File: src/rtl/core/offload_bundle_header_size_check_unit_assert.svh
// Assertion macros for the offload bundle header size check unit
`ifndef OFFLOAD_BUNDLE_HEADER_SIZE_CHECK_UNIT_ASSERT_SVH
`define OFFLOAD_BUNDLE_HEADER_SIZE_CHECK_UNIT_ASSERT_SVH

// Checked on every aclk edge outside reset
`define OBHSC_ASSERT_ON(lbl, prop, msg) \
    lbl: assert property (@(posedge aclk) disable iff (!aresetn) prop) \
        else $error(msg);

// Checked on every aclk edge, reset included
`define OBHSC_ASSERT_ALWAYS(lbl, prop, msg) \
    lbl: assert property (@(posedge aclk) prop) else $error(msg);

`endif

File: src/rtl/core/obhsc_pkg.sv
// Shared types and constants for the offload bundle header size check unit
`timescale 1ns / 1ps

package obhsc_pkg;

    localparam int MAX_ENTRIES_DEF    = 256;
    localparam int MAX_ID_BYTES_DEF   = 4096;
    localparam int MARKER_BYTES       = 24;
    localparam int HEADER_BYTES       = 32;
    localparam int ENTRY_HEADER_BYTES = 24;

    localparam logic [63:0] IMAGE_LENGTH_RST = 64'h0000_0000_1000_0000;

    localparam logic [2:0] ST_OK          = 3'd0;
    localparam logic [2:0] ST_BAD_MAGIC   = 3'd1;
    localparam logic [2:0] ST_TOO_MANY    = 3'd2;
    localparam logic [2:0] ST_RANGE       = 3'd3;
    localparam logic [2:0] ST_ID_TOO_LONG = 3'd4;

    typedef struct packed {
        logic [7:0] data_byte;
        logic       first_byte;
    } in_item_t;

    typedef struct packed {
        logic [2:0]  status;
        logic [63:0] covered_size;
    } out_item_t;

    typedef struct packed {
        logic      valid;
        out_item_t item;
    } verdict_t;

endpackage

File: src/rtl/core/obhsc_parser.sv
// Header parse state and range checks, one byte per step
`timescale 1ns / 1ps

module obhsc_parser #(
    parameter int MAX_ENTRIES  = obhsc_pkg::MAX_ENTRIES_DEF,
    parameter int MAX_ID_BYTES = obhsc_pkg::MAX_ID_BYTES_DEF
) (
    input  logic                 aclk,
    input  logic                 aresetn,
    input  logic                 step,
    input  obhsc_pkg::in_item_t  item,
    input  logic [63:0]          image_length,
    output obhsc_pkg::verdict_t  verdict
);

    localparam int ENT_W = $clog2(MAX_ENTRIES + 1);
    localparam int ID_W  = $clog2(MAX_ID_BYTES + 1);

    localparam logic [2:0] PH_IDLE   = 3'd0;
    localparam logic [2:0] PH_MARKER = 3'd1;
    localparam logic [2:0] PH_COUNT  = 3'd2;
    localparam logic [2:0] PH_ENTRY  = 3'd3;
    localparam logic [2:0] PH_SKIP   = 3'd4;
    localparam logic [2:0] PH_DONE   = 3'd5;

    localparam logic [4:0] LAST_MARKER_IDX = 5'(obhsc_pkg::MARKER_BYTES - 1);
    localparam logic [4:0] LAST_ENTRY_IDX  = 5'(obhsc_pkg::ENTRY_HEADER_BYTES - 1);
    localparam logic [64:0] HDR_END      = 65'(obhsc_pkg::HEADER_BYTES);
    localparam logic [64:0] FIRST_ENTRY  = 65'(obhsc_pkg::HEADER_BYTES
                                              + obhsc_pkg::ENTRY_HEADER_BYTES);
    localparam logic [64:0] SECOND_ENTRY = 65'(obhsc_pkg::HEADER_BYTES
                                              + 2 * obhsc_pkg::ENTRY_HEADER_BYTES);
    localparam logic [64:0] ENTRY_STEP   = 65'(obhsc_pkg::ENTRY_HEADER_BYTES);

    function automatic logic [7:0] marker_byte(input logic [4:0] idx);
        logic [7:0] v;
        case (idx)
            5'd0, 5'd1, 5'd7, 5'd15, 5'd22, 5'd23: v = 8'h5f;
            5'd2:  v = 8'h43;
            5'd3:  v = 8'h4c;
            5'd4:  v = 8'h41;
            5'd5:  v = 8'h4e;
            5'd6:  v = 8'h47;
            5'd8:  v = 8'h4f;
            5'd9:  v = 8'h46;
            5'd10: v = 8'h46;
            5'd11: v = 8'h4c;
            5'd12: v = 8'h4f;
            5'd13: v = 8'h41;
            5'd14: v = 8'h44;
            5'd16: v = 8'h42;
            5'd17: v = 8'h55;
            5'd18: v = 8'h4e;
            5'd19: v = 8'h44;
            5'd20: v = 8'h4c;
            5'd21: v = 8'h45;
            default: v = 8'h00;
        endcase
        return v;
    endfunction

    function automatic logic [63:0] max64(input logic [63:0] a, input logic [63:0] b);
        return (a > b) ? a : b;
    endfunction

    logic [2:0]       phase_reg, phase_next;
    logic [4:0]       idx_reg, idx_next;
    logic [55:0]      shift_reg, shift_next;
    logic [63:0]      off_reg, off_next;
    logic [63:0]      size_reg, size_next;
    logic [64:0]      ent_end_reg;
    logic [63:0]      hdr_end_reg, hdr_end_next;
    logic [64:0]      hdr48_reg, hdr48_next;
    logic [ENT_W-1:0] ents_reg, ents_next;
    logic [ID_W-1:0]  idleft_reg, idleft_next;
    logic [63:0]      largest_reg, largest_next;

    logic [2:0]  cur_phase;
    logic [4:0]  cur_idx;
    logic [7:0]  b;
    logic [63:0] field;
    logic [64:0] limit;
    logic [64:0] id_end;
    logic [64:0] hdr48_plus_id;
    logic        ee_go;
    logic [63:0] ee_largest;
    logic [64:0] ee_start;
    logic [ENT_W-1:0] ents_dec;
    logic        hit;
    logic [2:0]  st;
    logic [63:0] cov;

    assign b      = item.data_byte;
    assign field  = {b, shift_reg};
    assign limit  = {1'b0, image_length};
    assign id_end = {1'b0, hdr_end_reg} + {1'b0, field};
    assign hdr48_plus_id = hdr48_reg + {1'b0, field};
    assign ents_dec = (ents_reg == '0) ? '0 : ents_reg - ENT_W'(1);

    // A first-flagged byte restarts the parse from the marker
    assign cur_phase = item.first_byte ? PH_MARKER : phase_reg;
    assign cur_idx   = item.first_byte ? 5'd0 : idx_reg;

    always_comb begin
        phase_next   = cur_phase;
        idx_next     = cur_idx;
        shift_next   = shift_reg;
        off_next     = off_reg;
        size_next    = size_reg;
        hdr_end_next = hdr_end_reg;
        hdr48_next   = hdr48_reg;
        ents_next    = ents_reg;
        idleft_next  = idleft_reg;
        largest_next = largest_reg;
        ee_go        = 1'b0;
        ee_largest   = largest_reg;
        ee_start     = hdr48_reg;
        hit          = 1'b0;
        st           = obhsc_pkg::ST_OK;
        cov          = '0;

        for (int i = 0; i < 7; i++) begin
            if (cur_idx[2:0] == 3'(i))
                shift_next[8*i +: 8] = b;
        end

        case (cur_phase)
            PH_MARKER: begin
                if (b != marker_byte(cur_idx)) begin
                    hit = 1'b1;
                    st  = obhsc_pkg::ST_BAD_MAGIC;
                end else if (cur_idx == LAST_MARKER_IDX) begin
                    phase_next = PH_COUNT;
                    idx_next   = '0;
                end else begin
                    idx_next = cur_idx + 5'd1;
                end
            end
            PH_COUNT: begin
                if (cur_idx[2:0] != 3'd7) begin
                    idx_next = cur_idx + 5'd1;
                end else if (HDR_END > limit) begin
                    hit = 1'b1;
                    st  = obhsc_pkg::ST_RANGE;
                end else begin
                    largest_next = HDR_END[63:0];
                    if (field > 64'(MAX_ENTRIES)) begin
                        hit = 1'b1;
                        st  = obhsc_pkg::ST_TOO_MANY;
                    end else if (field == '0) begin
                        hit = 1'b1;
                        cov = HDR_END[63:0];
                    end else if (FIRST_ENTRY > limit) begin
                        hit = 1'b1;
                        st  = obhsc_pkg::ST_RANGE;
                    end else begin
                        largest_next = FIRST_ENTRY[63:0];
                        phase_next   = PH_ENTRY;
                        idx_next     = '0;
                        ents_next    = field[ENT_W-1:0];
                        hdr_end_next = FIRST_ENTRY[63:0];
                        hdr48_next   = SECOND_ENTRY;
                    end
                end
            end
            PH_ENTRY: begin
                if (cur_idx == 5'd7)
                    off_next = field;
                if (cur_idx == 5'd15)
                    size_next = field;
                if (cur_idx != LAST_ENTRY_IDX) begin
                    idx_next = cur_idx + 5'd1;
                end else if (field > 64'(MAX_ID_BYTES)) begin
                    hit = 1'b1;
                    st  = obhsc_pkg::ST_ID_TOO_LONG;
                end else if (id_end > limit || ent_end_reg > limit) begin
                    hit = 1'b1;
                    st  = obhsc_pkg::ST_RANGE;
                end else begin
                    ee_largest = max64(max64(largest_reg, id_end[63:0]),
                                       ent_end_reg[63:0]);
                    if (field == '0) begin
                        ee_go = 1'b1;
                    end else begin
                        largest_next = ee_largest;
                        phase_next   = PH_SKIP;
                        idleft_next  = field[ID_W-1:0];
                        hdr_end_next = id_end[63:0];
                        hdr48_next   = hdr48_plus_id;
                    end
                end
            end
            PH_SKIP: begin
                if (idleft_reg <= ID_W'(1))
                    ee_go = 1'b1;
                else
                    idleft_next = idleft_reg - ID_W'(1);
            end
            default: begin
                // idle or verdict given: drop the byte
            end
        endcase

        // Close an entry: finish the image, flag a range error or open the next entry header
        if (ee_go) begin
            ents_next = ents_dec;
            if (ents_dec == '0) begin
                hit = 1'b1;
                cov = ee_largest;
            end else if (ee_start > limit) begin
                hit = 1'b1;
                st  = obhsc_pkg::ST_RANGE;
            end else begin
                largest_next = max64(ee_largest, ee_start[63:0]);
                phase_next   = PH_ENTRY;
                idx_next     = '0;
                hdr_end_next = ee_start[63:0];
                hdr48_next   = ee_start + ENTRY_STEP;
            end
        end

        if (hit)
            phase_next = PH_DONE;
    end

    assign verdict.valid             = step && hit;
    assign verdict.item.status       = st;
    assign verdict.item.covered_size = cov;

    always_ff @(posedge aclk) begin
        if (!aresetn) begin
            phase_reg   <= PH_IDLE;
            idx_reg     <= '0;
            shift_reg   <= '0;
            off_reg     <= '0;
            size_reg    <= '0;
            hdr_end_reg <= '0;
            hdr48_reg   <= '0;
            ents_reg    <= '0;
            idleft_reg  <= '0;
            largest_reg <= '0;
        end else if (step) begin
            phase_reg   <= phase_next;
            idx_reg     <= idx_next;
            shift_reg   <= shift_next;
            off_reg     <= off_next;
            size_reg    <= size_next;
            hdr_end_reg <= hdr_end_next;
            hdr48_reg   <= hdr48_next;
            ents_reg    <= ents_next;
            idleft_reg  <= idleft_next;
            largest_reg <= largest_next;
        end
    end

    // Entry image end, settled long before the last entry header byte
    always_ff @(posedge aclk) begin
        ent_end_reg <= {1'b0, off_reg} + {1'b0, size_reg};
    end

endmodule

File: src/rtl/core/offload_bundle_header_size_check_unit.sv
// Top level of the offload bundle header size check unit
//
//  channel   ports                              payload
//  input     s_valid / s_ready / s_data         obhsc_pkg::in_item_t (one byte)
//  result    m_valid / m_ready / m_data         obhsc_pkg::out_item_t (verdict)
//  config    cfg_wr_en / cfg_wr_data            image_length, 64 bit
//
// One byte is taken every cycle unless the result stalls; a verdict goes from
// its byte through the input register and the parse step into the result
// register. The rate is set by the parse step, which does one 64-bit add and
// compare per range. Reset (aresetn low, synchronous) empties both registers
// and sets image_length to 256 MiB. A stalled result holds the parse step;
// s_ready then drops once the input register is full.
`timescale 1ns / 1ps

module offload_bundle_header_size_check_unit #(
    parameter int MAX_ENTRIES  = obhsc_pkg::MAX_ENTRIES_DEF,
    parameter int MAX_ID_BYTES = obhsc_pkg::MAX_ID_BYTES_DEF
) (
    input  logic                 aclk,
    input  logic                 aresetn,
    input  logic                 s_valid,
    output logic                 s_ready,
    input  obhsc_pkg::in_item_t  s_data,
    output logic                 m_valid,
    input  logic                 m_ready,
    output obhsc_pkg::out_item_t m_data,
    input  logic                 cfg_wr_en,
    input  logic [63:0]          cfg_wr_data
);

    logic                 in_valid_reg;
    obhsc_pkg::in_item_t  in_data_reg;
    logic                 out_valid_reg;
    obhsc_pkg::out_item_t out_data_reg;
    logic [63:0]          image_length_reg;
    logic                 step;
    obhsc_pkg::verdict_t  verdict;

    // Advance when a byte waits and the result register can take a verdict
    assign step    = in_valid_reg && (!out_valid_reg || m_ready);
    assign s_ready = !in_valid_reg || step;
    assign m_valid = out_valid_reg;
    assign m_data  = out_data_reg;

    always_ff @(posedge aclk) begin
        if (!aresetn) begin
            image_length_reg <= obhsc_pkg::IMAGE_LENGTH_RST;
        end else if (cfg_wr_en) begin
            image_length_reg <= cfg_wr_data;
        end
    end

    always_ff @(posedge aclk) begin
        if (!aresetn) begin
            in_valid_reg <= 1'b0;
        end else if (s_valid && s_ready) begin
            in_valid_reg <= 1'b1;
        end else if (step) begin
            in_valid_reg <= 1'b0;
        end
    end

    always_ff @(posedge aclk) begin
        if (s_valid && s_ready)
            in_data_reg <= s_data;
    end

    always_ff @(posedge aclk) begin
        if (!aresetn) begin
            out_valid_reg <= 1'b0;
        end else if (verdict.valid) begin
            out_valid_reg <= 1'b1;
        end else if (m_ready) begin
            out_valid_reg <= 1'b0;
        end
    end

    always_ff @(posedge aclk) begin
        if (verdict.valid)
            out_data_reg <= verdict.item;
    end

    obhsc_parser #(
        .MAX_ENTRIES  (MAX_ENTRIES),
        .MAX_ID_BYTES (MAX_ID_BYTES)
    ) u_parser (
        .aclk         (aclk),
        .aresetn      (aresetn),
        .step         (step),
        .item         (in_data_reg),
        .image_length (image_length_reg),
        .verdict      (verdict)
    );

`include "offload_bundle_header_size_check_unit_assert.svh"

    `OBHSC_ASSERT_ALWAYS(a_reset_empty, !aresetn |=> !m_valid, "result valid after reset")
    `OBHSC_ASSERT_ON(a_ok_covers_header, m_valid && m_data.status == obhsc_pkg::ST_OK |-> m_data.covered_size >= 64'(obhsc_pkg::HEADER_BYTES), "ok verdict below header size")
    `OBHSC_ASSERT_ON(a_fail_zero_size, m_valid && m_data.status != obhsc_pkg::ST_OK |-> m_data.covered_size == '0, "failed verdict with nonzero size")
    `OBHSC_ASSERT_ON(a_stall_cause, !s_ready |-> m_valid && !m_ready, "input stalled without result backpressure")

endmodule
File: config.mk
export PLATFORM = sky130hd
export DESIGN_NAME = offload_bundle_header_size_check_unit
export DESIGN_NICKNAME = d
export VERILOG_FILES = /design/src/rtl/core/obhsc_pkg.sv /design/src/rtl/core/obhsc_parser.sv /design/src/rtl/core/offload_bundle_header_size_check_unit.sv
export VERILOG_INCLUDE_DIRS = /design/src /design/src/rtl/core
export SDC_FILE = /design/constraint.sdc
export NUM_CORES = 2
export LEC_CHECK = 0
export BUFFER_PORTS_ARGS = -buffer_cell sky130_fd_sc_hd__buf_2
export CAP_MARGIN = 30
export CORE_MARGIN = 2
export CORE_UTILIZATION = 30
export DETAILED_ROUTE_END_ITERATION = 6
export PLACE_DENSITY = 0.55
export RECOVER_POWER = 100
export SKIP_LAST_GASP = 1
export SYNTH_ARGS = -nofsm -noshare
export SYNTH_HDL_FRONTEND = slang
export SYNTH_SLANG_ARGS = --single-unit
File: constraint.sdc
create_clock -name aclk -period 21.6 [get_ports aclk]
set_input_delay 4.32 -clock aclk [delete_from_list [all_inputs] [get_ports aclk]]
set_output_delay 4.32 -clock aclk [all_outputs]
set_load 0.01 [all_outputs]
==> results.txt <==
The run finished, with violations left. The checks that failed: capacitance limit, slew limit. The final max-slew violation count came out at 815. The wire length after detailed routing is 224000 µm. The clock-pin slew reported for the worst setup and hold paths after clock tree synthesis is 0.07 ns. The leading register cell type out of synthesis is sky130_fd_sc_hd__dfxtp_1. The setup violation total in the final timing report came out at 0. Setup repair after global routing left no endpoint under its margin. The internal power is 2050 µW. For this design the static power due to leakage is 0.0223 µW. The later pin in the worst-skew pair is clocked with a latency of 0.71 ns. For this block, the via count after detailed routing is 49.2k.

The fraction of final layout cells with drive strength greater than 1 is 0.0733. In this run the clock root is driven by a sky130_fd_sc_hd__clkbuf_16. The library cells used most frequently in the layout, excluding fill and tap cells, are 873 x sky130_fd_sc_hd__nand2_1, 680 x sky130_fd_sc_hd__a21oi_1, 588 x sky130_fd_sc_hd__ha_1, 538 x sky130_fd_sc_hd__dfxtp_1, 401 x sky130_fd_sc_hd__nor2_1. The power density relative to cell area is 53.3 nW/µm².

The netlist uses 103 different library cells. The clock period minus final worst setup slack is 18.59 ns. The port buffer count is 146.

The fill cell instance count of the final layout came out at 16.9k. The residual overflow from global routing is 0. The aggregate global-route resource usage is 0.263. The die outline area is 164000 µm². The number of flip-flops in the largest register came out at 67. Leaving out fill and tap cells, the most frequent cell in the layout is sky130_fd_sc_hd__nand2_1. The highest fanout seen on the critical path is 57.

The total number of nets in the final design is 6899. The initial antenna violation count was 6. The count of yosys warnings during synthesis is 0. Counting flops with a built-in enable in the synthesized netlist gives 76. The share of total power dissipated in sequential elements is 0.415.

The count of hold-fix buffers inserted at cts is 0. The count of final hold-check violations came out at 0. Ranked by total cell area, the synthesized netlist is headed by sky130_fd_sc_hd__dfxtp_1 22%, sky130_fd_sc_hd__ha_1 15%, sky130_fd_sc_hd__a21oi_1 7.1%.

The count of buffer and inverter cells on the critical path is 5. The first global-routing pass estimated 318000 µm of wire. The relative max-transition margin is -2.57.

The number of DRC markers after the initial detailed-route iteration is 5309. The number of buffers between clock root and the deepest sink came out at 3. The register area came out at 13100 µm². The max-capacitance violation count is 19.

The number of nets still failing antenna checks after routing came out at 0. The count of H-tree levels built during CTS came out at 3. The global routing usage on met3 is 0.0488. The floorplan core area came out at 160000 µm². Of all flip-flops after synthesis, the portion carrying an async set or reset was 0. Summed over all instances, the cell type with the most area after synthesis is sky130_fd_sc_hd__dfxtp_1.

The I/O pin total came out at 147. The count of instances resized after the clock tree is built is 0. The slack of the worst reg-to-reg path is 3.01 ns. The routability congestion estimate came out at 1.02. For this run, global-route usage on met1 was measured as 0.370.

The number of global-route vias before repair came out at 45.3k. The global-route track usage on met2 is 0.386. Based on the critical path, the design can be clocked at up to 0.0538 GHz. The dominant delay contributor by cell family on the critical path is simple AND/OR/NAND/NOR gates. The synthesis-to-layout area growth came out at 12.0%.

The synthesized netlist cell count is 6171. In the routed design, unresolved DRC markers number 0. In the finished design, the share of the clock period the worst path needs comes to 0.861.

The number of detailed-routing iterations run before antenna repair came out at 7. For the worst setup path, the data arrival time is 19.18 ns. The routed length per placed instance is 26.7 µm.

The worst hold-check path type is register to register. The area of the multi-input gates came out at 32500 µm². TritonCTS built the clock tree. By instance count, the cell type seen most on the critical path is sky130_fd_sc_hd__ha_1. Counting every sink on the clock net gives 614.

Post-CTS timing repair inserted 0 buffers for setup. The setup skew after layout came out at 0.0333 ns. Entering global routing, the biggest net connects 127 pins. The mean instance size in the synthesized netlist is 7.80 µm².

The slowest stage of the critical path is the sky130_fd_sc_hd__nor2_1 cell. Across the VDD grid, the largest voltage drop is 0.0456 mV. The net switching power is 824 µW.

When the netlist entered floorplanning its net count stood at 6840. The synthesized design contains 614 register bits. The share of the yosys chip area belonging to registers is 0.271. In this run the vertical extent of the chip is 405 µm. The biggest cell delay along the critical path came out at 2.14 ns.

The data required time at the worst endpoint is 22.19 ns. The synthesized cell area is 48100 µm². The worst setup path is captured at a register. The overall die width came out at 405 µm.

Of the total power, combinational logic draws 0.101. For the final routed database, the setup TNS stands at 0 ns. Using the TritonRoute via totals, the vias-per-cell ratio works out to 5.87. The worst setup path is of the register to register kind. STA classifies the critical path startpoint as a register. The number of buffers inserted during clock tree synthesis is 76. Overall power consumption after layout is estimated at 2870 µW.

The share of the synthesized area in the top cell type is 0.224. The switching fraction of total power is 0.287. The relative contribution of the clock network to total power came out at 0.484.

met2 is the most crowded layer. At the pin with the least slew margin, the transition time is 5.35 ns. The total half-perimeter wirelength after legalization and detailed placement came out at 174000 µm. The effective utilization at floorplan is 0.301.

The number of core rows is 147.
[power groups by stage]
stage               Sequential (µW)  Clock (µW)  Combinational, µW
global placement               1220           0                283
finish                         1190        1390                291
global route                   1190        1450                309
CTS                            1190        1410                287
detailed placement             1220           0                286
floorplan                      1210           0                166
[cells in the mapped netlist (26+ instances only)]
library cell	number
sky130_fd_sc_hd__inv_1	359
sky130_fd_sc_hd__a31oi_1	56
sky130_fd_sc_hd__buf_2	44
sky130_fd_sc_hd__o21a_1	44
sky130_fd_sc_hd__or3_1	35
sky130_fd_sc_hd__edfxtp_1	76
sky130_fd_sc_hd__o211ai_1	48
sky130_fd_sc_hd__nand2b_1	37
sky130_fd_sc_hd__o21ai_0	301
sky130_fd_sc_hd__nand3_1	159
sky130_fd_sc_hd__o22ai_1	28
sky130_fd_sc_hd__dfxtp_1	538
sky130_fd_sc_hd__ha_1	588
sky130_fd_sc_hd__xor2_1	73
sky130_fd_sc_hd__xnor2_1	123
sky130_fd_sc_hd__and2_1	55
sky130_fd_sc_hd__nor2_1	405
sky130_fd_sc_hd__clkbuf_1	235
sky130_fd_sc_hd__a221oi_1	33
sky130_fd_sc_hd__and3_1	44
sky130_fd_sc_hd__o31ai_1	52
sky130_fd_sc_hd__a21oi_1	680
sky130_fd_sc_hd__nand2_1	875
sky130_fd_sc_hd__mux2i_1	116
sky130_fd_sc_hd__nor4_1	61
sky130_fd_sc_hd__a22oi_1	95
sky130_fd_sc_hd__nor2b_1	37
sky130_fd_sc_hd__a21o_1	178
sky130_fd_sc_hd__buf_1	26
sky130_fd_sc_hd__o21bai_1	38
sky130_fd_sc_hd__and4_1	28
sky130_fd_sc_hd__mux2_2	68
sky130_fd_sc_hd__nor3_1	104
sky130_fd_sc_hd__a211oi_1	79
sky130_fd_sc_hd__nand4_1	115
[worst paths after layout]
check                                              from                               endpoint  depth (start not counted)
setup reg to reg    u_parser.shift_reg[15]$_SDFFE_PN0P_   u_parser.largest_reg[5]$_SDFFE_PN0P_                         45
hold reg to reg   u_parser.hdr_end_reg[56]$_SDFFE_PN0P_  u_parser.hdr_end_reg[56]$_SDFFE_PN0P_                          2
hold / removal    u_parser.hdr_end_reg[56]$_SDFFE_PN0P_  u_parser.hdr_end_reg[56]$_SDFFE_PN0P_                          2
setup / recovery    u_parser.shift_reg[15]$_SDFFE_PN0P_   u_parser.largest_reg[5]$_SDFFE_PN0P_                         45
[metal layers]
metal / share of wire / routed length [µm]
met5: 0.000089 / 20
met4: 0.051 / 11500
met3: 0.10 / 22300
met2: 0.41 / 92200
met1: 0.44 / 97800
[tightest hold or removal path: stages, from the launching register on]
cell and delay, ns:
sky130_fd_sc_hd__dfxtp_1 0.31, sky130_fd_sc_hd__nand2_1 0.05, sky130_fd_sc_hd__a21oi_1 0.05
[cells by family (layout without fill, tap and decap cells)]
kind of cell               count (synthesis)  count (layout)  synth area share
xor gates and xnor gates                 196             196            0.0357
adders and majority gates                592             592             0.154
other                                      0               1                 0
AOI/OAI and AO/OA                       1882            1882             0.250
muxes                                    187             187            0.0407
and+or+nand+nor                         2027            2027             0.194
DFF                                      614             614             0.271
buffers and inverters                    673             795            0.0542
[cell type report]
cell class	instances	share of cell area
clock buffer	90	0.0385
multi-input combinational	4884	0.603
sequential	614	0.242
antenna	1	0.0000464
tap	2086	0.0484
clock inverter	51	0.0103
timing repair buffer	293	0.0325
inverter	361	0.0251
[metrics by stage]
stage | instance area (µm²) | setup WS (ns) | std cells | hold slack (ns) | util
floorplan | 48100 | 9.94 | 6171 | 0.436 | -
finish | 53900 | 3.01 | 8380 | 0.457 | 0.337
detailed placement | 51500 | 5.77 | 8237 | 0.448 | 0.322
global placement | 51400 | 5.86 | 8231 | 0.443 | 0.321
CTS | 54200 | 5.71 | 8378 | 0.458 | 0.339
global route | 53900 | 2.51 | 8379 | 0.471 | 0.337
(Power assumes the default switching activity.)
